## config.mk

```make
export PLATFORM = sky130hd
export DESIGN_NAME = cpu6502_alu_branch_execute_top
export DESIGN_NICKNAME = d
export VERILOG_FILES = /design/src/hdl/cabe_pkg.sv /design/src/hdl/cabe_exec.sv /design/src/hdl/cpu6502_alu_branch_execute_top.sv
export SDC_FILE = /design/constraint.sdc
export NUM_CORES = 1
export LEC_CHECK = 0
export BUFFER_PORTS_ARGS = -buffer_cell sky130_fd_sc_hd__buf_2
export CAP_MARGIN = 25
export CORE_MARGIN = 8
export CORE_UTILIZATION = 40
export DETAILED_ROUTE_END_ITERATION = 12
export HOLD_SLACK_MARGIN = 0.05
export MAX_ROUTING_LAYER = met4
export PLACE_DENSITY = 0.57
export SYNTH_ARGS = -nofsm -noshare
export SYNTH_HDL_FRONTEND = slang
export SYNTH_SLANG_ARGS = --single-unit
```

## constraint.sdc

```tcl
create_clock -name clock -period 5.6 [get_ports clock]
set_clock_uncertainty 0.05 [all_clocks]
set_input_delay 0.56 -clock clock [delete_from_list [all_inputs] [get_ports clock]]
set_output_delay 0.56 -clock clock [all_outputs]
set_load 0.01 [all_outputs]
```

## src/hdl/cabe_pkg.sv

```systemverilog
package cabe_pkg;

   typedef enum logic [3:0] {
      OP_AND = 4'd0,
      OP_ADC = 4'd1,
      OP_SBC = 4'd2,
      OP_CLC = 4'd3,
      OP_CLD = 4'd4,
      OP_CLI = 4'd5,
      OP_CLV = 4'd6,
      OP_BCC = 4'd7,
      OP_BCS = 4'd8,
      OP_BEQ = 4'd9,
      OP_BNE = 4'd10,
      OP_BMI = 4'd11,
      OP_BPL = 4'd12,
      OP_BVC = 4'd13,
      OP_BVS = 4'd14
   } op_type;

   localparam int FLAG_C = 0;
   localparam int FLAG_Z = 1;
   localparam int FLAG_I = 2;
   localparam int FLAG_D = 3;
   localparam int FLAG_V = 6;
   localparam int FLAG_N = 7;

   localparam logic [1:0] EXTRA_NONE  = 2'd0;
   localparam logic [1:0] EXTRA_TAKEN = 2'd1;
   localparam logic [1:0] EXTRA_PAGE  = 2'd2;

   typedef struct packed {
      logic [7:0]  acc;
      logic [7:0]  status;
      logic [15:0] pc;
      logic        taken;
      logic [1:0]  extra;
   } exec_result_type;

endpackage

```

## src/hdl/cabe_exec.sv

```systemverilog
module cabe_exec
   import cabe_pkg::*;
(
   input  logic [3:0]        op,
   input  logic [7:0]        operand,
   input  logic signed [7:0] offset,
   input  logic [15:0]       pc,
   input  logic [7:0]        acc,
   input  logic [7:0]        status,
   output exec_result_type   result
);

   logic [7:0]  addend;
   logic [8:0]  sum;
   logic [7:0]  and_res;
   logic [15:0] target;
   logic        is_branch;
   logic        cond;

   always_comb begin
      addend  = (op == OP_SBC) ? ~operand : operand;
      sum     = {1'b0, acc} + {1'b0, addend} + {8'd0, status[FLAG_C]};
      and_res = acc & operand;
      target  = pc + {{8{offset[7]}}, offset};

      result.acc    = acc;
      result.status = status;
      is_branch     = 1'b0;
      cond          = 1'b0;

      unique case (op)
         OP_AND: begin
            result.acc            = and_res;
            result.status[FLAG_Z] = (and_res == 8'd0);
            result.status[FLAG_N] = and_res[7];
         end
         OP_ADC, OP_SBC: begin
            result.acc            = sum[7:0];
            result.status[FLAG_C] = sum[8];
            result.status[FLAG_Z] = (sum[7:0] == 8'd0);
            result.status[FLAG_N] = sum[7];
            result.status[FLAG_V] = (sum[7] ^ acc[7]) & (sum[7] ^ addend[7]);
         end
         OP_CLC: result.status[FLAG_C] = 1'b0;
         OP_CLD: result.status[FLAG_D] = 1'b0;
         OP_CLI: result.status[FLAG_I] = 1'b0;
         OP_CLV: result.status[FLAG_V] = 1'b0;
         OP_BCC: begin
            is_branch = 1'b1;
            cond      = ~status[FLAG_C];
         end
         OP_BCS: begin
            is_branch = 1'b1;
            cond      = status[FLAG_C];
         end
         OP_BEQ: begin
            is_branch = 1'b1;
            cond      = status[FLAG_Z];
         end
         OP_BNE: begin
            is_branch = 1'b1;
            cond      = ~status[FLAG_Z];
         end
         OP_BMI: begin
            is_branch = 1'b1;
            cond      = status[FLAG_N];
         end
         OP_BPL: begin
            is_branch = 1'b1;
            cond      = ~status[FLAG_N];
         end
         OP_BVC: begin
            is_branch = 1'b1;
            cond      = ~status[FLAG_V];
         end
         OP_BVS: begin
            is_branch = 1'b1;
            cond      = status[FLAG_V];
         end
         default: begin
         end
      endcase

      result.taken = is_branch & cond;
      if (result.taken) begin
         result.pc    = target;
         result.extra = (target[15:8] != pc[15:8]) ? EXTRA_PAGE : EXTRA_TAKEN;
      end else begin
         result.pc    = pc;
         result.extra = EXTRA_NONE;
      end
   end

endmodule

```

## src/hdl/cpu6502_alu_branch_execute_top.sv

```systemverilog
// Execute stage for a 6502 subset: AND, binary ADC/SBC, CLC/CLD/CLI/CLV and
// the eight conditional relative branches. Accumulator and status live here.
//
// Request channel (req_*): op, operand byte, signed offset, pc after fetch.
// Response channel (rsp_*): new accumulator, new status, next pc, taken flag,
// extra cycles (1 when taken, 2 when the target crosses a 256-byte page).
// Both channels use valid/ready; a transfer occurs when both are high.
//
// A request accepted into the input register is executed and registered into
// the response register, raising rsp_valid, once it is empty or being drained.
// Throughput: one request per cycle while rsp_ready is high, via one input
// register, the 8-bit ALU and 16-bit branch adder and the response register.
//
// The request register keeps accepting while a response waits as long as the
// response register will be freed; when rsp_ready is low and both stages are
// full, req_ready drops and everything holds, state included.
// Reset clears accumulator, status and both valid bits.
module cpu6502_alu_branch_execute_top
   import cabe_pkg::*;
(
   input  logic               clock,
   input  logic               reset,
   input  logic               req_valid,
   output logic               req_ready,
   input  logic [3:0]         req_op,
   input  logic [7:0]         req_operand,
   input  logic signed [7:0]  req_offset,
   input  logic [15:0]        req_pc_in,
   output logic               rsp_valid,
   input  logic               rsp_ready,
   output logic [7:0]         rsp_acc_out,
   output logic [7:0]         rsp_status_out,
   output logic [15:0]        rsp_pc_out,
   output logic               rsp_branch_taken,
   output logic [1:0]         rsp_extra_cycles
);

   logic              in_valid_ff, in_valid_in;
   logic [3:0]        op_ff;
   logic [7:0]        operand_ff;
   logic signed [7:0] offset_ff;
   logic [15:0]       pc_ff;
   logic              out_valid_ff, out_valid_in;
   exec_result_type   out_ff;
   logic [7:0]        acc_ff, acc_in;
   logic [7:0]        status_ff, status_in;
   exec_result_type   exec_res;
   logic              advance;
   logic              req_take;

   cabe_exec u_exec (
      .op      (op_ff),
      .operand (operand_ff),
      .offset  (offset_ff),
      .pc      (pc_ff),
      .acc     (acc_ff),
      .status  (status_ff),
      .result  (exec_res)
   );

   always_comb begin
      advance      = in_valid_ff & (~out_valid_ff | rsp_ready);
      req_ready    = ~in_valid_ff | advance;
      req_take     = req_valid & req_ready;
      in_valid_in  = req_take | (in_valid_ff & ~advance);
      out_valid_in = advance | (out_valid_ff & ~rsp_ready);
      acc_in       = advance ? exec_res.acc : acc_ff;
      status_in    = advance ? exec_res.status : status_ff;
   end

   always_ff @(posedge clock) begin
      if (reset) begin
         in_valid_ff  <= 1'b0;
         out_valid_ff <= 1'b0;
         acc_ff       <= 8'd0;
         status_ff    <= 8'd0;
      end else begin
         in_valid_ff  <= in_valid_in;
         out_valid_ff <= out_valid_in;
         acc_ff       <= acc_in;
         status_ff    <= status_in;
      end
   end

   always_ff @(posedge clock) begin
      if (req_take) begin
         op_ff      <= req_op;
         operand_ff <= req_operand;
         offset_ff  <= req_offset;
         pc_ff      <= req_pc_in;
      end
      if (advance) begin
         out_ff <= exec_res;
      end
   end

   assign rsp_valid        = out_valid_ff;
   assign rsp_acc_out      = out_ff.acc;
   assign rsp_status_out   = out_ff.status;
   assign rsp_pc_out       = out_ff.pc;
   assign rsp_branch_taken = out_ff.taken;
   assign rsp_extra_cycles = out_ff.extra;

   a_taken_extra: assert property (@(posedge clock) disable iff (reset)
      out_valid_ff |-> (out_ff.taken == (out_ff.extra != EXTRA_NONE)))
      else $error("taken flag and extra cycles disagree");

   a_advance_fills: assert property (@(posedge clock) disable iff (reset)
      advance |=> out_valid_ff)
      else $error("response register not loaded after advance");

   a_stall_holds_state: assert property (@(posedge clock) disable iff (reset)
      !advance |=> ($stable(acc_ff) && $stable(status_ff)))
      else $error("state changed without an executed request");

   a_stall_holds_req: assert property (@(posedge clock) disable iff (reset)
      (in_valid_ff && !advance) |=> in_valid_ff)
      else $error("pending request lost during stall");

   a_response_matches_state: assert property (@(posedge clock) disable iff (reset)
      advance |=> (out_ff.acc == acc_ff && out_ff.status == status_ff))
      else $error("response and architectural state diverge");

endmodule
```

; Word-level counts from Yosys, hierarchy flattened
; Cells that the tools add are included.
[totals]
latch_bits = 0
register_bits = 85
romBits = 0
mem_bits_rw = 0
wordCells = 69
n_memories = 0
input_bits = 40
[classes]
magnitude_cmp = 0
n_bitwise = 22
shift = 0
n_mux = 11
n_reduce_logical = 5
n_mul = 0
add_sub_neg = 3
n_div = 0
eq_ne = 15
[op_table]
columns = operator, count
row1 = $eq A4 B4 Y1 const B, 7
row2 = $pmux W9 S2, 1
row3 = $add A16 B16 Y16, 1
row4 = $eq A4 B3 Y1 const B, 4
row5 = $logic_not A8 Y1, 2
row6 = $mux W16, 1
row7 = $add A8 B8 Y9, 1
row8 = $add A9 B1 Y9, 1
row9 = $and A8 B8 Y8, 1
row10 = $eq A4 B2 Y1 const B, 2
row11 = $mux W8, 1
row12 = $ne A8 B8 Y1, 1
row13 = $not A1 Y1, 8
row14 = $not A8 Y8, 1
row15 = $pmux W1 S8, 1
row16 = $reduce_or A8 Y1, 1
row17 = $and A1 B1 Y1, 6
row18 = $pmux W1 S2, 3
row19 = $eq A4 B1 Y1 const B, 1
row20 = $logic_not A4 Y1, 1
row21 = $or A1 B1 Y1, 4
row22 = $mux W1, 3
row23 = $mux W2, 1
row24 = $reduce_or A2 Y1, 1
row25 = $xor A1 B1 Y1, 2

; Depth between registers and ports, before layout
; Gate-level depths: netlist (run 1).
[depth]
ltp_word = 7
ltp_mapped = 16
mapped_depth_nobuf = 13

; Modules after synthesis
; From an unflattened synthesis (run 1), not the netlist that was laid out.
[hier_totals]
hier_cells = 416
area_unflattened_um2 = 4929.7
[by_module_without_submodules]
columns = module, area_each_um2, cells_per_inst, seq_area_each_um2, n_inst
row1 = cpu6502_alu_branch_execute_top, 2942.8, 150, 2492.4, 1
row2 = cabe_exec, 1986.9, 266, 0.0, 1

; Worst setup path after synthesis (run 1)
; Ideal clock, no wire load.
[synth_path]
kind = register -> register
startpoint = register op_ff[3]
endpoint = register status_ff[1]
required_time_ns = 5.491
path_buffers = 3
setup_ns = 0.059
arrival_time_ns = 3.610
slack_ns = 1.881
synth_period_minus_slack_ns = 3.719
path_stages_with_launch = 16
cell_sequence = edfxtp_1 > clkbuf_1 > or2_1 > clkbuf_1 > nor2_1 > buf_2 > xnor2_1 > fa_1 > fa_1 > nor2b_1 > o21ai_1 > a21boi_1 > nor2_1 > or4_1 > o41ai_2 > o211a_1
[synth_rtl]
columns = element, line
row1 = start: declaration, cpu6502_alu_branch_execute_top.sv:39  ; logic [3:0] op_ff;
row2 = start signal: assignment, cpu6502_alu_branch_execute_top.sv:87  ; op_ff <= req_op;
row3 = end signal: assignment, cpu6502_alu_branch_execute_top.sv:81  ; status_ff <= status_in;
row4 = end: declaration, cpu6502_alu_branch_execute_top.sv:46  ; logic [7:0] status_ff, status_in;

==> reports/results.txt, run 1 <==
Outcome -> complete, no violations
Max FO, Critical Path -> 16
Area of the die -> 15500 um2
Via count -> 3498
Crit-path cells -> nand2b_1 > nor2_1 > buf_4 > xnor2_1 > fa_1 > fa_1 > nor2b_1 > o21ai_1 > a21boi_1 > nor2_1 > or4_1 > o41ai_2 > o211a_1
I/O Buffers -> 74
Initial Util -> 41.0%
Worst slew pin tran -> 0.944 ns
Number of vias per cell -> 5.45
Gate count after technology mapping -> 421
CTS clk-pin slew, worst paths -> 0.07 ns
Final Hold Vio Count -> 0
Yosys cell types -> 62
Post-CTS Setup Inserts -> 0
Hold Worst Slack -> 0.336 ns
Power Density -> 297 nW/um2
Buffer levels on the longest clock path -> 2
Total GRT Usage -> 14.7%
Worst min path class -> input pin to flip-flop
DRT Pass-1 Iters -> 5
Area of the mapped netlist -> 4700 um2
Clk Latency, worst-skew pair -> 0.34 ns
Compound-cell area share of the yosys netlist -> 17.1%
Synth Flop Type -> edfxtp_1
XOR/XNOR Fraction of Synth Area -> 7.10%
Crit path required time -> 5.84 ns
Adder-cell share of the synthesized area -> 7.13%
IO Pins -> 77
Final cell count without fillers -> 642
Antenna violations before repair -> 0
Fin nets -> 559
# diodes -> 0
Final setup TNS -> 0 ns
Post-DP HPWL -> 7890 um
Slew Viols, Final -> 0
CTS root buf -> clkbuf_16
Core box area -> 11500 um2
Die X -> 124 um
Commonest non-fill, non-tap cell in the layout -> buf_2
Startpoint Class -> flip-flop
Slack of the critical path -> 1.65 ns
CTS buffer count -> 9
EDFF count, synth -> 69
Htree depth -> 3
CP bufs+invs -> 1
DR WL/cell -> 16.7 um
Site Rows -> 39
Antenna Nets Post-Route -> 0
Critical path type -> flip-flop to flip-flop
Final design utilization -> 48.2%
Layout cell share with drive strength beyond 1 -> 21.6%
Global-route wire length before repair -> 17900 um
Cell area after placement -> 5220 um2
Mean Syn Cell Area -> 11.2 um2
Final total power -> 1.64 mW
CTS tree -> done
Fin crit share -> 70.6%
Crit-path leading delay family -> simple AND/OR/NAND/NOR gates
Cells resized by post-CTS repair -> 0
Synth Warn # -> 0
Worst vdd ir -> 0.000256 V
Vias in the first global route -> 3617
Congestion Overflow GR -> 0
Cts hold-fix bufs -> 0
Final setup fails -> 0
GP Congestion -> 0.880
FFs w/ async S/R, synth -> 0%
Critical path data arrival time -> 4.20 ns
Mux cell area share after synthesis -> 2.50%
DRC viols -> 0
Crit end category -> flip-flop
Largest family of logic cells by synthesized area -> compound AO/OA/AOI/OAI gates
Max Cap Violations -> 0
Largest net degree at the start of global routing -> 37
Design Area, Final -> 5520 um2
Clock sink count -> 85
Register bit count reported by yosys -> 85
Slowest cell on crit path -> edfxtp_1
Slew margin rel. -> 37.1%
FMAX -> 253 MHz
Routed WL -> 10700 um
Simple-gate share of the synthesized area -> 12.6%
Dpl ws -> 1.72 ns
Static Leak -> 2.21 nW
Min Tclk post-route -> 3.95 ns
Crit-path max cell delay -> 0.61 ns
Most frequent cells in the layout -> buf_2, edfxtp_1, nand2_1
RSZ-0062 raised after global routing -> no
Dpl cells -> 626
DIE HEIGHT -> 124 um
Detailed Route Iter0 Violations -> 148
Seq/Total Area, Yosys -> 50.9%
Area delta synth->final -> 17.4%
[metal layers]
metal | track usage [%] | vias up | share of wire, %
met5 | - | - | 0
met4 | 5.03 | 0 | 2.1
met3 | 5.28 | 22 | 5.2
met2 | 24.3 | 96 | 50
met1 | 16.0 | 1676 | 43
li1 | - | 1704 | -
[sequential cells by signal (all words and copies together), names as in the netlist]
name / cells
op_ff: 4
rsp_valid: 1
operand_ff: 8
rsp_branch_taken: 1
rsp_acc_out: 8
offset_ff: 8
acc_ff: 8
pc_ff: 16
rsp_pc_out: 16
rsp_extra_cycles: 2
status_ff: 6
rsp_status_out: 6
in_valid_ff: 1
[where the power goes]
part	switching [mW]	leakage (nW)	total (mW)	internal, mW
Sequential	0.0263	0.791	0.754	0.728
Combinational	0.156	1.27	0.277	0.121
Clock	0.258	0.147	0.610	0.352
[cells by family after synthesis]
group           Yosys count
buf+inv                  30
compound gates          115
other cells               1
mux                      11
xor+xnor                 35
fa+ha+maj                25
flops                    85
simple gates            119
[synth_stat cells (all sizes together) (2+ instances only)]
| cell | number | area, um2 |
|---|---|---|
| edfxtp | 69 | 2070 |
| nand2 | 39 | 146 |
| o21ai | 31 | 155 |
| nor2 | 29 | 111 |
| a21oi | 23 | 115 |
| ha | 22 | 275 |
| xor2 | 17 | 149 |
| dfxtp | 16 | 320 |
| xnor2 | 16 | 140 |
| nor2b | 14 | 90.1 |
| inv | 13 | 48.8 |
| clkbuf | 11 | 41.3 |
| nand2b | 9 | 56.3 |
| o211ai | 8 | 65.1 |
| a22oi | 6 | 45.0 |
| mux2 | 6 | 67.6 |
| o21a | 6 | 45.0 |
| a211oi | 5 | 42.5 |
| buf | 5 | 30.0 |
| mux2i | 5 | 50.1 |
| nor3 | 5 | 25.0 |
| a21o | 4 | 30.0 |
| a22o | 4 | 35.0 |
| a31oi | 4 | 25.0 |
| nand3 | 4 | 20.0 |
| a221o | 3 | 30.0 |
| and2 | 3 | 18.8 |
| fa | 3 | 60.1 |
| nand3b | 3 | 22.5 |
| nor3b | 3 | 22.5 |
| nor4b | 3 | 32.5 |
| o211a | 3 | 30.0 |
| a32oi | 2 | 17.5 |
| o2111ai | 2 | 23.8 |
| o21bai | 2 | 26.3 |
| o22ai | 2 | 12.5 |
| o31a | 2 | 17.5 |
| o31ai | 2 | 15.0 |
| o41ai | 2 | 32.5 |
| or4 | 2 | 15.0 |
| xnor3 | 2 | 45.0 |
[layout make-up]
type | instances | area, um2
sequential | 85 | 2390
timing repair buffer | 77 | 393
clock inverter | 7 | 81.3
inverter | 14 | 52.6
fill | 1095 | 5950
clock buffer | 9 | 225
tap | 143 | 179
multi-input combinational | 307 | 2200
[worst paths after layout]
kind	cells after the start	slack (ns)	startpoint	to
setup / recovery	13	1.65	op_ff[0]$_DFFE_PP_	status_ff[1]$_SDFFE_PP0P_
hold / removal	1	0.34	req_pc_in[15]	pc_ff[15]$_DFFE_PP_
setup reg to reg	13	1.65	op_ff[0]$_DFFE_PP_	status_ff[1]$_SDFFE_PP0P_
hold reg to reg	2	0.38	status_ff[3]$_SDFFE_PP0P_	status_ff[3]$_SDFFE_PP0P_
Power figures use the tool's default switching activity.
==> run 2: changes to the inputs <==
ABC_AREA = 1   (was unset)
PLACE_DENSITY = 0.59   (was 0.57)
clock period = 3.61 ns   (was 5.6 ns; I/O delays follow)
==> reports/results.txt, run 2 <==
Outcome -> complete, no violations
EDFF count, synth -> 69
Congestion Overflow GR -> 0
Mean Syn Cell Area -> 8.43 um2
Die X -> 126 um
Crit-path leading delay family -> adder cells
Static Leak -> 2.78 nW
I/O Buffers -> 74
Power Density -> 463 nW/um2
Largest net degree at the start of global routing -> 37
Top post-synthesis cells by area -> edfxtp_1, nand2_1, inv_1, dfxtp_1, ha_1
FMAX -> 332 MHz
Final Hold Vio Count -> 0
Worst hold path cell count -> 1
DIE HEIGHT -> 126 um
RSZ-0062 raised after global routing -> no
Cells resized by post-CTS repair -> 0
CP bufs+invs -> 2
Synth Warn # -> 0
Slowest cell on crit path -> edfxtp_1
Max FO, Critical Path -> 8
DRT Pass-1 Iters -> 5
Detailed Route Iter0 Violations -> 227
Met3 Usage GRT -> 3.48%
Slew Viols, Final -> 0
Reg2Reg Depth -> 12
CTS root buf -> clkbuf_16
Number of vias per cell -> 4.91
Worst slew pin tran -> 0.555 ns
Htree depth -> 3
Post-CTS Setup Inserts -> 0
CTS clk-pin slew, worst paths -> 0.06 ns
Crit-path max cell delay -> 0.49 ns
Post-DP HPWL -> 8720 um
Dpl ws -> 0.596 ns
Min Tclk post-route -> 3.01 ns
Routed WL -> 11400 um
Max Cap Violations -> 0
Clock sink count -> 85
Commonest non-fill, non-tap cell in the layout -> nand2_1
Critical path type -> flip-flop to flip-flop
Area of the die -> 16000 um2
Register bit count reported by yosys -> 85
Filler cells -> 1141
Clk Latency, worst-skew pair -> 0.35 ns
Total GRT Usage -> 15.3%
Antenna violations before repair -> 0
Cts hold-fix bufs -> 0
Site Rows -> 40
IO Pins -> 77
Critical path data arrival time -> 3.19 ns
Worst r2r src -> op_ff[3]$_DFFE_PP_
Final setup TNS -> 0 ns
Layout cell share with drive strength beyond 1 -> 16.3%
CTS tree -> done
Crit end category -> flip-flop
Post-synth top cells -> nand2_1, inv_1, edfxtp_1
Area of the mapped netlist -> 4880 um2
Seq/Total Area, Yosys -> 49.0%
Worst vdd ir -> 0.000299 V
Synth Flop Type -> edfxtp_1
Worst R2R End -> acc_ff[6]$_SDFFE_PP0P_
Initial Util -> 40.8%
Top cell type's share of synthesized area -> 42.4%
Vias in the first global route -> 4002
Slew margin rel. -> 63.0%
Core box area -> 12000 um2
Yosys cell types -> 36
Global-route wire length before repair -> 18900 um
Worst min path class -> input pin to flip-flop
Final design utilization -> 47.9%
Crit path required time -> 3.80 ns
Fin crit share -> 83.3%
Area leader, netlist -> edfxtp_1
DRC viols -> 0
Reg area -> 2390 um2
Most common cell in the synthesized netlist -> nand2_1
Area delta synth->final -> 17.5%
R2R Setup Slk -> 0.60 ns
Crit-path cells -> nor2_4 > nand2_2 > xor2_1 > fa_1 > fa_1 > inv_1 > nand4_1 > o211ai_1 > xnor2_1 > o21ai_0 > o21ai_0 > inv_1
Hold endpoint -> pc_ff[9]$_DFFE_PP_
GP Congestion -> 0.872
Startpoint Class -> flip-flop
Hold_sp -> req_pc_in[9]
Most frequent cells in the layout -> nand2_1, inv_1, buf_2
Slack of the critical path -> 0.602 ns
Area occupied by multi-input gates -> 2080 um2
Hold Worst Slack -> 0.136 ns
Gate count after technology mapping -> 579
DR WL/cell -> 14.1 um
Global routing's busiest layer -> met2
Met2 usage -> 27.3%
Fin nets -> 724
Antenna Nets Post-Route -> 0
Via count -> 3979
FFs w/ async S/R, synth -> 0%
Final setup fails -> 0
# diodes -> 0
Buffer levels on the longest clock path -> 2
CTS buffer count -> 9
GRT met1 Usage -> 16.4%
[run 2: worst max path at each step]
stage	cells past startpoint	slack [ns]	from	end
final	12	0.60	op_ff[3]$_DFFE_PP_	acc_ff[6]$_SDFFE_PP0P_
after global routing	16	0.36	op_ff[3]$_DFFE_PP_	status_ff[1]$_SDFFE_PP0P_
after CTS	16	0.59	op_ff[3]$_DFFE_PP_	status_ff[1]$_SDFFE_PP0P_
after global placement	15	0.69	op_ff[3]$_DFFE_PP_	rsp_status_out[1]$_DFFE_PP_
after floorplan	15	0.90	op_ff[3]$_DFFE_PP_	rsp_status_out[1]$_DFFE_PP_
after detailed placement	12	0.60	op_ff[3]$_DFFE_PP_	acc_ff[6]$_SDFFE_PP0P_
[run 2: power breakdown]
part / switching (mW) / internal (mW)
registers: 0.0356 / 1.14
logic: 0.323 / 0.183
clock network: 0.372 / 0.603
total: 0.730 / 1.93
[run 2: metrics by stage]
step	area, um2	instances	total power, mW
3_5_place_dp	5430	795	1.70
6_report	5730	811	2.66
2_1_floorplan	4890	580	1.56
3_3_place_gp	5430	795	1.69
4_1_cts	5730	811	2.69
5_1_grt	5730	811	2.79
[run 2: cell families (layout without fill, tap and decap cells)]
group	after synthesis	in the layout	synth area share, %
simple gates	275	275	24.5
buf+inv	108	192	8.53
flops	85	85	49.0
compound gates	68	68	7.79
fa+ha+maj	25	25	6.87
xor+xnor	17	17	3.20
other cells	1	2	0.0768
[run 2: final cells by class]
class	count	area share, %
sequential	85	41.7
multi-input combinational	387	36.2
timing repair buffer	76	6.94
inverter	100	6.55
clock buffer	11	4.06
tap	147	3.21
clock inverter	5	1.31
[run 2: worst register-to-register path, cell delays in order, from the launching register on]
cell and delay, ns:
edfxtp_1 0.49, nor2_4 0.19, nand2_2 0.22, xor2_1 0.22, fa_1 0.42, fa_1 0.43, inv_1 0.09, nand4_1 0.10
o211ai_1 0.15, xnor2_1 0.19, o21ai_0 0.13, o21ai_0 0.17, inv_1 0.05
[run 2: routing by layer]
metal	share of wire, %	vias up
met3	3.5	13
li1	-	2071
met1	43	1825
met4	1.3	0
met2	52	70
met5	0	-
==> run 3: changes to the inputs <==
ABC_AREA = 0   (was 1)
PLACE_DENSITY = 0.57   (was 0.59)
clock period = 2.9 ns   (was 3.61 ns; I/O delays follow)
==> reports/results.txt, run 3 (synthesis results as in run 1) <==
Core box area -> 11500 um2
Routed WL -> 11500 um
Total GRT Usage -> 14.8%
Fin nets -> 630
Cell area after placement -> 5520 um2
Startpoint Class -> flip-flop
Worst slew pin tran -> 0.913 ns
Largest net degree at the start of global routing -> 37
DR WL/cell -> 16.2 um
Hold_sp -> req_pc_in[9]
Area delta synth->final -> 36.4%
Congestion Overflow GR -> 0
DRC viols -> 0
Htree depth -> 3
GP Congestion -> 0.844
Fin crit share -> 107%
Commonest non-fill, non-tap cell in the layout -> buf_2
Buffer levels on the longest clock path -> 2
Vias in the first global route -> 3648
DRT Pass-1 Iters -> 4
Critical path type -> flip-flop to flip-flop
Max FO, Critical Path -> 3
Site Rows -> 39
RSZ-0062 raised after global routing -> yes
R2R Setup Slk -> -0.21 ns
Slack of the critical path -> -0.212 ns
Final total power -> 3.57 mW
Crit end category -> flip-flop
IO Pins -> 77
Violated checks -> negative setup slack
Power Density -> 556 nW/um2
Slew margin rel. -> 39.1%
Max Cap Violations -> 0
Final Hold Vio Count -> 0
DIE HEIGHT -> 124 um
Min Tclk post-route -> 3.11 ns
Post-DP HPWL -> 7990 um
Dpl cells -> 663
CTS root buf -> clkbuf_16
Filler cells -> 972
Worst min path class -> input pin to flip-flop
Antenna violations before repair -> 0
Antenna Nets Post-Route -> 0
Detailed Route Iter0 Violations -> 140
I/O Buffers -> 74
Final setup fails -> 13
Worst r2r src -> op_ff[2]$_DFFE_PP_
Clock sink count -> 85
Most frequent cells in the layout -> buf_2, edfxtp_1, buf_4
CTS tree -> done
Global-route wire length before repair -> 18100 um
Layout cell share with drive strength beyond 1 -> 35.6%
Die X -> 124 um
FMAX -> 321 MHz
Initial Util -> 41.0%
Static Leak -> 2.61 nW
Critical path data arrival time -> 3.36 ns
Crit path required time -> 3.15 ns
Crit path from -> op_ff[2]$_DFFE_PP_
Reg area -> 2390 um2
CTS buffer count -> 9
Outcome -> complete, but fails checks
Final design utilization -> 56.0%
Slew Viols, Final -> 0
Area occupied by multi-input gates -> 2440 um2
Final cell count without fillers -> 713
Design Area, Final -> 6420 um2
# diodes -> 0
Via count -> 3700
Worst vdd ir -> 0.000561 V
CTS clk-pin slew, worst paths -> 0.06 ns
Clk Latency, worst-skew pair -> 0.35 ns
Hold Worst Slack -> 0.0649 ns
Number of vias per cell -> 5.19
Area of the die -> 15500 um2
==> run 3: changes by cell type in the layout (fill, tap and decap cells not counted), moves of 7 or more <==
cell	delta
buf_4	+57
dlygate4sd3_1	+11
ha_1	-8
ha_4	+7
inv_1	-83
nand2_1	-128
nand2b_1	+9
nand3_1	-43
nand4_1	-10
nor2b_1	+11
xor2_1	+10
==> run 3: final cells by class <==
cell class / count / area share [%]
repair buffers: 148 / 15.3
multi-input cells: 307 / 38.1
well taps: 143 / 2.79
flip-flops and latches: 85 / 37.3
clock buffers: 10 / 3.57
clock inverters: 6 / 2.11
inverters: 14 / 0.819
==> run 3: timing repair <==
action                                  in CTS  in global routing
pin swaps                                    6                 32
hold buffers                                10                  1
endpoints found under the setup margin      14                 19
endpoints found under the hold margin       10                  1
resized for setup                            9                 34
setup buffers                                3                 21
==> run 3: stage by stage <==
stage | setup TNS, ns | setup slack (ns)
after detailed placement | -1.75 | -0.236
after global placement | -1.38 | -0.189
after CTS | -1.69 | -0.196
final | -1.64 | -0.212
after floorplan | -2.29 | -0.476
after global routing | -3.48 | -0.330
==> run 3: final timing paths <==
path,end,cells past startpoint
max,status_ff[1]$_SDFFE_PP0P_,12
min,pc_ff[9]$_DFFE_PP_,1
max reg2reg,status_ff[1]$_SDFFE_PP0P_,12
min reg2reg,status_ff[3]$_SDFFE_PP0P_,2
==> run 3: critical path, stage by stage (launching register included) <==
cell      delay, ns
edfxtp_1       0.39
or2_4          0.28
nor2_4         0.16
xnor2_2        0.08
fa_2           0.36
fa_2           0.36
nor2b_1        0.15
o21ai_2        0.08
a21boi_2       0.14
nor2_1         0.06
or4_1          0.42
o41ai_2        0.36
o211a_1        0.17
==> run 3: layer usage <==
metal  part of all wire, %  vias up  routed length (um)  global-route usage, %
met3                   4.1       16                 471                   4.04
met5                     0        -                   0                      -
met4                   1.7        0                 191                   4.89
met2                    50       82                5830                   24.5
met1                    44     1750                5050                   17.0
li1                      -     1852                   -                      -
==> run 3: where the power goes <==
group	leakage, nW	switching [mW]	internal [mW]
clock network	0.169	0.475	0.928
logic	1.65	0.354	0.356
registers	0.791	0.0462	1.41
total	2.61	0.876	2.69
